[config.mk]
export PLATFORM = sky130hd
export DESIGN_NAME = bwtg_ctrl
export DESIGN_NICKNAME = d
export VERILOG_FILES = /design/src/hw/rtl/bwtg_pkg.sv /design/src/hw/rtl/bwtg_ctrl.sv
export SDC_FILE = /design/constraint.sdc
export NUM_CORES = 1
export LEC_CHECK = 0
export BUFFER_PORTS_ARGS = -buffer_cell sky130_fd_sc_hd__buf_4
export CAP_MARGIN = 20
export CORE_UTILIZATION = 36
export CTS_BUF_LIST = sky130_fd_sc_hd__clkbuf_8
export CTS_CLUSTER_DIAMETER = 30
export DETAILED_ROUTE_END_ITERATION = 12
export GPL_ROUTABILITY_DRIVEN = 0
export GPL_TIMING_DRIVEN = 0
export PLACE_DENSITY = 0.67
export SLEW_MARGIN = 20
export SYNTH_ARGS = -nofsm -noshare
export SYNTH_HDL_FRONTEND = slang
export SYNTH_SLANG_ARGS = --single-unit
export TNS_END_PERCENT = 1
[constraint.sdc]
create_clock -name clk_i -period 2.3 [get_ports clk_i]
set_clock_uncertainty 0.15 [all_clocks]
set_input_delay 0.46 -clock clk_i [delete_from_list [all_inputs] [get_ports clk_i]]
set_output_delay 0.46 -clock clk_i [all_outputs]
set_load 0.02 [all_outputs]
[src/hw/rtl/bwtg_pkg.sv]
// Shared types, codes and constants of the blend weight table generator.
package bwtg_pkg;

  // Shape modes
  localparam logic [3:0] MODE_EQUAL = 4'd0;
  localparam logic [3:0] MODE_ASC   = 4'd1;
  localparam logic [3:0] MODE_DESC  = 4'd2;
  localparam logic [3:0] MODE_PYR   = 4'd3;
  localparam logic [3:0] MODE_GAUSS = 4'd4;
  localparam logic [3:0] MODE_GREV  = 4'd5;
  localparam logic [3:0] MODE_GSYM  = 4'd6;
  localparam logic [3:0] MODE_VEGAS = 4'd7;
  localparam logic [3:0] MODE_CUST  = 4'd8;

  // Input commands
  localparam logic [1:0] CMD_APPEND = 2'd0;
  localparam logic [1:0] CMD_CLEAR  = 2'd1;
  localparam logic [1:0] CMD_GEN    = 2'd2;

  // Configuration register indexes
  localparam logic [2:0] CFG_MODE   = 3'd0;
  localparam logic [2:0] CFG_FRAMES = 3'd1;
  localparam logic [2:0] CFG_MEAN   = 3'd2;
  localparam logic [2:0] CFG_SPREAD = 3'd3;
  localparam logic [2:0] CFG_BLOW   = 3'd4;
  localparam logic [2:0] CFG_BHIGH  = 3'd5;

  // Reset values of the configuration registers
  localparam logic [6:0]  RST_FRAMES = 7'd30;
  localparam logic [14:0] RST_SPREAD = 15'd256;
  localparam logic [15:0] RST_BLOW   = 16'hFE00;
  localparam logic [15:0] RST_BHIGH  = 16'h0200;

  // log2(e) in Q16
  localparam logic [16:0] LOG2E_Q16 = 17'd94548;

  // Divider widths: dividend, divisor, quotient
  localparam int unsigned DIV_NW = 64;
  localparam int unsigned DIV_DW = 48;
  localparam int unsigned DIV_QW = 17;

  typedef enum logic [4:0] {
    OP_IDLE, OP_ACCEPT, OP_SETUP0, OP_SETUP1, OP_SETUP2,
    OP_F_SQ, OP_F_DIV, OP_F_EXP, OP_F_INT, OP_F_WR,
    OP_S_RD, OP_S_ACC, OP_O_RD, OP_O_DIV, OP_O_LOAD, OP_ERR_LOAD, OP_O_NEXT
  } bwtg_op_e;

  typedef enum logic [4:0] {
    ST_IDLE, ST_SETUP0, ST_SETUP1, ST_SETUP2,
    ST_F_SQ, ST_F_DIV, ST_F_WAIT, ST_F_EXP, ST_F_INT, ST_F_WR,
    ST_S_RD, ST_S_ACC, ST_O_RD, ST_O_DIV, ST_O_WAIT, ST_O_HOLD, ST_ERR
  } bwtg_state_e;

  typedef struct packed {
    bwtg_op_e op;
  } bwtg_cmd_t;

  typedef struct packed {
    logic is_last;
    logic err;
    logic div_done;
    logic out_last;
  } bwtg_status_t;

  // 2^(-k/16) in Q16, k = 0..16
  function automatic logic [16:0] pow2_frac(input logic [4:0] k);
    logic [16:0] v;
    case (k)
      5'd0:  v = 17'd65536;
      5'd1:  v = 17'd62757;
      5'd2:  v = 17'd60097;
      5'd3:  v = 17'd57549;
      5'd4:  v = 17'd55109;
      5'd5:  v = 17'd52773;
      5'd6:  v = 17'd50535;
      5'd7:  v = 17'd48393;
      5'd8:  v = 17'd46341;
      5'd9:  v = 17'd44376;
      5'd10: v = 17'd42495;
      5'd11: v = 17'd40693;
      5'd12: v = 17'd38968;
      5'd13: v = 17'd37316;
      5'd14: v = 17'd35734;
      5'd15: v = 17'd34219;
      default: v = 17'd32768;
    endcase
    return v;
  endfunction

endpackage

[src/hw/rtl/bwtg_ctrl.sv]
// Controller: sequences setup, fill, sum and output passes.
module bwtg_ctrl (
  input  logic                   clk_i,
  input  logic                   rst_ni,
  input  logic                   in_valid_i,
  input  logic [1:0]             command_i,
  input  logic                   out_ready_i,
  input  bwtg_pkg::bwtg_status_t status_i,
  output bwtg_pkg::bwtg_cmd_t    cmd_o,
  output logic                   in_ready_o,
  output logic                   out_valid_o
);
  import bwtg_pkg::*;

  bwtg_state_e state_q, state_d;

  always_ff @(posedge clk_i or negedge rst_ni) begin
    if (!rst_ni) begin
      state_q <= ST_IDLE;
    end else begin
      state_q <= state_d;
    end
  end

  // next state and datapath command
  always_comb begin
    state_d   = state_q;
    cmd_o.op  = OP_IDLE;
    case (state_q)
      ST_IDLE: begin
        if (in_valid_i) begin
          cmd_o.op = OP_ACCEPT;
          if (command_i == CMD_GEN) begin
            state_d = ST_SETUP0;
          end
        end
      end
      ST_SETUP0: begin
        cmd_o.op = OP_SETUP0;
        state_d  = ST_SETUP1;
      end
      ST_SETUP1: begin
        cmd_o.op = OP_SETUP1;
        state_d  = status_i.err ? ST_ERR : ST_SETUP2;
      end
      ST_SETUP2: begin
        cmd_o.op = OP_SETUP2;
        state_d  = ST_F_SQ;
      end
      ST_F_SQ: begin
        cmd_o.op = OP_F_SQ;
        state_d  = ST_F_DIV;
      end
      ST_F_DIV: begin
        cmd_o.op = OP_F_DIV;
        state_d  = ST_F_WAIT;
      end
      ST_F_WAIT: begin
        if (status_i.div_done) begin
          state_d = ST_F_EXP;
        end
      end
      ST_F_EXP: begin
        cmd_o.op = OP_F_EXP;
        state_d  = ST_F_INT;
      end
      ST_F_INT: begin
        cmd_o.op = OP_F_INT;
        state_d  = ST_F_WR;
      end
      ST_F_WR: begin
        cmd_o.op = OP_F_WR;
        state_d  = status_i.is_last ? ST_S_RD : ST_F_SQ;
      end
      ST_S_RD: begin
        cmd_o.op = OP_S_RD;
        state_d  = ST_S_ACC;
      end
      ST_S_ACC: begin
        cmd_o.op = OP_S_ACC;
        state_d  = status_i.is_last ? ST_O_RD : ST_S_RD;
      end
      ST_O_RD: begin
        cmd_o.op = OP_O_RD;
        state_d  = ST_O_DIV;
      end
      ST_O_DIV: begin
        cmd_o.op = OP_O_DIV;
        state_d  = ST_O_WAIT;
      end
      ST_O_WAIT: begin
        if (status_i.div_done) begin
          cmd_o.op = OP_O_LOAD;
          state_d  = ST_O_HOLD;
        end
      end
      ST_O_HOLD: begin
        if (out_ready_i) begin
          if (status_i.out_last) begin
            state_d = ST_IDLE;
          end else begin
            cmd_o.op = OP_O_NEXT;
            state_d  = ST_O_RD;
          end
        end
      end
      ST_ERR: begin
        cmd_o.op = OP_ERR_LOAD;
        state_d  = ST_O_HOLD;
      end
      default: state_d = ST_IDLE;
    endcase
  end

  assign in_ready_o  = (state_q == ST_IDLE);
  assign out_valid_o = (state_q == ST_O_HOLD);

endmodule

Word-level counts from Yosys, hierarchy flattened
Cells that the tools add are included. W data, S select, Z words.

Flip-flop bits (word level): 5. Latch bits: 0. RAM bits: 0. Bits in read-only memories: 0. Memories: 0.

Add/sub/neg operators: 0. Multipliers: 0. Divide/modulo/power cells: 0. Magnitude comparators: 0. Equality and inequality tests: 22. Shift-type cells: 0. Muxes and demuxes: 15. Bitwise gates (word level): 0. Reduce and logical (&&, ||, !) cells: 2.

Operator list (count): $pmux W5 S17 (1); $pmux W5 S16 (1); $eq A5 B4 Y1 const B (8); $mux W5 (8); $eq A5 B3 Y1 const B (4); $mux W4 (3); $eq A5 B2 Y1 const B (2); $ne A2 B2 Y1 const B (4); $eq A5 B1 Y1 const B (1); $eq A5 B5 Y1 const B (1); $logic_not A5 Y1 (1); $reduce_and A5 Y1 (1); $mux W3 (1); $eq A2 B2 Y1 const B (1); $ne A2 B1 Y1 const B (1); $mux W1 (1).

Depth between registers and ports, before layout
Gate-level depths: netlist of run 1.

Word-level depth: 4. Mapped depth: 7. Depth with buffers taken out: 5.

Least setup slack after synthesis of run 1
OpenSTA, ideal clock, no wires.

Path kind: flip-flop to output port. From: register state_q[0]. To: output cmd_o[0] (netlist name). Arrival: 1.431 ns. Data required time: 1.690 ns. Path slack: 0.259 ns. Stages on the path, launching flop included: 6. Cells stage by stage: dfrtp_1 > buf_2 > or3_1 > a21oi_1 > a31oi_1 > o21ai_1.

RTL lines: start, declared (line bwtg_ctrl.sv:15) `bwtg_state_e state_q, state_d;`; start signal, assigned (line bwtg_ctrl.sv:21) `state_q <= state_d;`; end, declared (line bwtg_ctrl.sv:9) `output bwtg_pkg::bwtg_cmd_t cmd_o,`.

==> flow_summary.json, run 1 <==
{
  "syn_avg_cell_area_um2": 6.97,
  "die_area_um2": 1830,
  "layoutNonFillerInstCount": 124,
  "clk_pin_slew_ns": 0.04,
  "fin_nets": 119,
  "dieHeight_um": 42.8,
  "rsz0062_at_grt": "yes",
  "diodes": 0,
  "layout-drive-gt1-share": 0.333,
  "placed_cells": 118,
  "h-tree-depth": 1,
  "wl_per_cell_um": 13.9,
  "timing.final.crit_share": 0.974,
  "antenna_found_initial": 0,
  "grt_pass1_wl_um": 2800,
  "cts_buffers": 3,
  "synth_edf_count": 0,
  "largest_register_ffs": 5,
  "io_buffer_count": 16,
  "clock_latency_ns": 0.22,
  "maxSlewHeadroom": 0.847,
  "ant_nets": 0,
  "top_regs": "state_q: 5 flops",
  "tightest_slew_ns": 0.228,
  "coreArea_um2": 1520,
  "critical_path_required_ns": 1.69,
  "io_pins": 17,
  "rows": 14,
  "power.share.clock": 0.154,
  "gr-total-overflow": 0,
  "power_switching_uw": 505,
  "die_width_um": 42.8,
  "place_ws_ns": 0.191,
  "syn_inst": 86,
  "fin_hold_ws_ns": 0.303,
  "yosysWarnings": 0,
  "wirelength_um": 1730,
  "synth_cell_type_count": 36,
  "fin_util": 0.534,
  "area_delta_synth_final_pct": 35.7,
  "layout_common_cells": "buf_4 (19), nand2_1 (9), o21ai_1 (9), a21oi_1 (8)",
  "hold_path.class": "in -> reg",
  "synth-seq-cells": 5,
  "via_count": 724,
  "synthFlopType": "dfrtp_1",
  "worst_setup_path_start_kind": "flop",
  "p_leak_nw": 0.364,
  "initial_core_util": 0.393,
  "setup_viol": 0,
  "rr_startpoint": "state_q[0]$_DFFE_PN0P_",
  "cts.path.max_buffers": 2,
  "top_register": "state_q",
  "fmax_mhz": 447,
  "firstDrtPassIters": 4,
  "outcome": "complete, no violations",
  "r2r_end": "state_q[0]$_DFFE_PN0P_",
  "crit_end": "cmd_o[0]",
  "hold_viol": 0,
  "syn_nets": 96,
  "end_kind": "output pin",
  "grt_use_total": 0.201,
  "power_density_nw_per_um2": 1310,
  "finalCriticalPeriod_ns": 2.24,
  "synth_area_um2": 599,
  "min_path_cells": 2,
  "drtIter0Drc": 19,
  "grt_max_degree": 11,
  "hpwlAfterDp_um": 1230,
  "layout_commonest_cell": "buf_4",
  "seqPwrFrac": 0.127,
  "max_cap_violations": 0,
  "irDropWorstVdd_mv": 0.636,
  "arrival_ns": 1.63,
  "crit_type": "reg -> out",
  "crit_fanout": 10,
  "ff2ff_setup_slack_ns": 0.63,
  "cts_root_buffer": "clkbuf_8",
  "grt_pass1_vias": 660,
  "drt-vias-per-instance": 5.84,
  "async_flop_share": 1.00,
  "cts_tree": "built",
  "worst_slack_ns": 0.0608,
  "setup_tns_ns": 0,
  "critPathLaunch": "state_q[0]$_DFFE_PN0P_",
  "slew_viol_final": 0,
  "drcViolationCount": 0,
  "power.internal_uw": 557,
  "reg2reg_depth": 5,
  "seq_area_frac_synth": 0.209,
  "pwr-share-comb": 0.720,
  "swShare": 0.475,
  "clock_sinks": 5
}
-- worst max-delay path, stage by stage (launching register included) --
cell,delay [ns]
dfrtp_2,0.39
buf_4,0.17
or3_1,0.36
a21oi_1,0.14
a31oi_1,0.06
o21ai_1,0.13
buf_4,0.16
-- worst min path at each step --
stage / slack (ns) / from / to
after CTS: 0.30 / out_ready_i / state_q[0]$_DFFE_PN0P_
after global placement: 0.11 / rst_ni / state_q[1]$_DFFE_PN0P_
after floorplan: 0.01 / rst_ni / state_q[0]$_DFFE_PN0P_
after global routing: 0.30 / out_ready_i / state_q[0]$_DFFE_PN0P_
final: 0.30 / out_ready_i / state_q[0]$_DFFE_PN0P_
after detailed placement: 0.11 / rst_ni / state_q[1]$_DFFE_PN0P_
-- cells by family (layout without fill, tap and decap cells) --
logic type	after synthesis	count (layout)	synth area share
XOR/XNOR	1	1	0.0146
flip-flops	5	5	0.209
buffers and inverters	11	33	0.0981
AND/OR/NAND/NOR	37	37	0.357
AO/OA/AOI/OAI	32	32	0.322
-- per-stage QoR --
| step | total power [mW] | cell area (um^2) |
|---|---|---|
| detailed placement | 0.861 | 739 |
| global route | 1.14 | 813 |
| CTS | 1.05 | 807 |
| finish | 1.06 | 813 |
| global placement | 0.850 | 739 |
| floorplan | 0.652 | 599 |
-- per-layer routing --
layer / track usage / wire, um / vias to the layer above
met5: 0 / 0 / -
met2: 0.345 / 823 / 23
met3: 0.0170 / 87 / 4
li1: - / - / 360
met1: 0.242 / 778 / 337
met4: 0.113 / 37 / 0
-- cell type report --
class | count | area, um^2
Sequential cell | 5 | 126
Clock inverter | 1 | 5.00
Multi-Input combinational cell | 70 | 418
Clock buffer | 3 | 41.3
Buffer | 8 | 53.8
Tap cell | 16 | 20.0
Inverter | 3 | 11.3
Fill cell | 159 | 711
Timing Repair Buffer | 18 | 138
-- cells in the mapped netlist (all sizes together), types with 2 or more instances --
| cell type | count | area, um^2 |
|---|---|---|
| o32ai | 2 | 17.5 |
| o21ai | 12 | 60.1 |
| buf | 7 | 43.8 |
| nor2b | 6 | 40.0 |
| a21oi | 8 | 40.0 |
| a31oi | 3 | 18.8 |
| or3 | 2 | 12.5 |
| nor3b | 4 | 30.0 |
| nand2 | 9 | 33.8 |
| dfrtp | 5 | 125 |
| nand3 | 2 | 15.0 |
| nor2 | 6 | 32.5 |
| inv | 3 | 11.3 |
| nand4 | 2 | 12.5 |
-- power groups by stage --
stage / combinational (mW) / sequential (mW) / clock, mW
global placement: 0.703 / 0.147 / 0
CTS: 0.750 / 0.135 / 0.168
floorplan: 0.514 / 0.138 / 0
detailed placement: 0.713 / 0.149 / 0
finish: 0.764 / 0.134 / 0.164
global route: 0.827 / 0.138 / 0.173
-- timing repair --
| action | 4_1_cts | 5_1_grt |
|---|---|---|
| hold buffers | 1 | 0 |
| setup endpoints to repair | 1 | 3 |
| resized for setup | 2 | 4 |
| endpoints found under the hold margin | 5 | 0 |
| buffers inserted | 1 | 0 |
| gates cloned | 0 | 0 |
Power figures use the tool's default switching activity.
==> run 2, diff against run 1 <==
--- a/config.mk
+++ b/config.mk
@@ -8,7 +8,7 @@
 export BUFFER_PORTS_ARGS = -buffer_cell sky130_fd_sc_hd__buf_4
 export CAP_MARGIN = 20
 export CORE_UTILIZATION = 36
-export CTS_BUF_LIST = sky130_fd_sc_hd__clkbuf_8
+export CTS_BUF_LIST = sky130_fd_sc_hd__clkbuf_16
 export CTS_CLUSTER_DIAMETER = 30
 export DETAILED_ROUTE_END_ITERATION = 12
 export GPL_ROUTABILITY_DRIVEN = 0
==> run 2 against run 1 <==
Clock power grew 77%. Sequential power is essentially flat. First-iteration DRC count grew 42%. Die area is the same. Global-route usage grew 0.58 points. Setup slack lost 0.0068 ns. Largest cell class unchanged. Largest power group unchanged.
==> flow_summary.json, run 2 (synthesis gave the netlist of run 1 again) <==
{
  "wirelength_um": 1760,
  "critPathLaunch": "state_q[0]$_DFFE_PN0P_",
  "worst_setup_path_start_kind": "flop",
  "reg2reg_depth": 5,
  "rows": 14,
  "hp-start": "out_ready_i",
  "area_delta_synth_final_pct": 41.3,
  "io_buffer_count": 16,
  "initial_core_util": 0.393,
  "layout_commonest_cell": "buf_4",
  "grt_pass1_vias": 653,
  "ant_nets": 0,
  "critical_path_required_ns": 1.69,
  "regArea_um2": 126,
  "rr_startpoint": "state_q[0]$_DFFE_PN0P_",
  "p_leak_nw": 0.379,
  "finalCriticalPeriod_ns": 2.25,
  "gr-total-overflow": 0,
  "drt-vias-per-instance": 5.81,
  "max_cap_violations": 0,
  "fin_nets": 119,
  "top_register": "state_q",
  "cp_slowest_cell": "dfrtp_2",
  "crit_type": "reg -> out",
  "fin_hold_ws_ns": 0.294,
  "cts_buffers": 3,
  "cts_tree": "built",
  "finalPower_mw": 1.19,
  "drtIter0Drc": 27,
  "wl_per_cell_um": 14.2,
  "critPathMostFrequentCell": "buf_4",
  "ff2ff_setup_slack_ns": 0.63,
  "io_pins": 17,
  "clock_latency_ns": 0.23,
  "via_count": 720,
  "maxSlewHeadroom": 0.842,
  "drcViolationCount": 0,
  "r2r_end": "state_q[0]$_DFFE_PN0P_",
  "outcome": "complete, no violations",
  "firstDrtPassIters": 4,
  "timing.final.crit_share": 0.977,
  "layout_common_cells": "buf_4 (19), nand2_1 (9), o21ai_1 (9), a21oi_1 (8)",
  "power_density_nw_per_um2": 1410,
  "top_regs": "state_q: 5 flops",
  "die_width_um": 42.8,
  "arrival_ns": 1.64,
  "cts_root_buffer": "clkbuf_16",
  "min_path_cells": 2,
  "diodes": 0,
  "hold_path.class": "in -> reg",
  "h-tree-depth": 1,
  "slew_viol_final": 0,
  "fmax_mhz": 445,
  "fillers": 151,
  "hpwlAfterDp_um": 1230,
  "clock_sinks": 5,
  "antenna_found_initial": 0,
  "setup_viol": 0,
  "clk_pin_slew_ns": 0.03,
  "grt_pass1_wl_um": 2900,
  "slowest_delay_ns": 0.39,
  "rsz0062_at_grt": "yes",
  "grt_max_degree": 11,
  "tightest_slew_ns": 0.234,
  "hold_viol": 0,
  "irDropWorstVdd_mv": 0.690,
  "grt_use_total": 0.207,
  "coreArea_um2": 1520,
  "cp_cell_sequence": "buf_4 -> or3_1 -> a21oi_1 -> a31oi_1 -> o21ai_1 -> buf_4",
  "die_area_um2": 1830,
  "largest_register_ffs": 5,
  "multi_input_area_um2": 418,
  "cts.path.max_buffers": 2,
  "crit_fanout": 10,
  "dieHeight_um": 42.8,
  "end_kind": "output pin",
  "layout-drive-gt1-share": 0.333,
  "min_to": "state_q[0]$_DFFE_PN0P_"
}
-- run 2: changes by cell type in the layout (fill, tap and decap cells not counted) --
cell / previous run / this run
clkbuf_8: 3 / 0
clkbuf_16: 0 / 3
-- run 2: layer usage --
| metal | up-vias | share of wire | GRT usage |
|---|---|---|---|
| met5 | - | 0 | 0 |
| met4 | 0 | 0.017 | 0.0938 |
| met3 | 2 | 0.038 | 0.0170 |
| met2 | 21 | 0.47 | 0.339 |
| met1 | 338 | 0.47 | 0.272 |
| li1 | 359 | - | - |
-- run 2: final cells by class --
class	instances	share of cell area
timing repair buffer	18	0.162
clock inverter	1	0.00591
buffer	8	0.0635
sequential	5	0.149
clock buffer	3	0.0886
inverter	3	0.0133
multi-input combinational	70	0.493
tap	16	0.0236
-- run 2: metrics by stage --
stage | cell area (um^2) | instances | setup slack [ns] | setup TNS (ns) | util
6_report | 847 | 124 | 0.0540 | 0 | 0.556
5_1_grt | 847 | 124 | -0.00964 | -0.00964 | 0.556
3_5_place_dp | 739 | 118 | 0.191 | 0 | 0.485
4_1_cts | 841 | 124 | 0.0619 | 0 | 0.552
3_3_place_gp | 739 | 118 | 0.198 | 0 | 0.485
2_1_floorplan | 599 | 86 | 0.259 | 0 | -
-- run 2: what timing repair did --
item / CTS / global route
cloned: 0 / 0
setup buffers: 1 / 0
hold buffers: 1 / 0
hold endpoints to repair: 5 / 0
setup endpoints to repair: 1 / 3
gates resized for setup: 2 / 4
-- run 2: worst max-delay path: cells and delay by family (launching register included) --
family / cells / cell delay (ns)
and+or+nand+nor: 1 / 0.35
AOI/OAI and AO/OA: 3 / 0.33
DFF: 1 / 0.39
buffers and inverters: 2 / 0.33
-- run 2: worst max-delay path by stage --
stage	slack [ns]	cells past startpoint	to
after floorplan	0.26	5	cmd_o[0]
after global placement	0.20	6	cmd_o[0]
after detailed placement	0.19	6	cmd_o[0]
after CTS	0.06	5	cmd_o[0]
after global routing	-0.01	6	cmd_o[0]
final	0.05	6	cmd_o[0]
-- run 2: where the power goes --
group | total (mW) | leakage, nW | switching, mW | internal [mW]
registers | 0.135 | 0.0650 | 0.0153 | 0.119
clock network | 0.290 | 0.0409 | 0.0629 | 0.228
logic | 0.766 | 0.274 | 0.444 | 0.322
total | 1.19 | 0.379 | 0.523 | 0.669
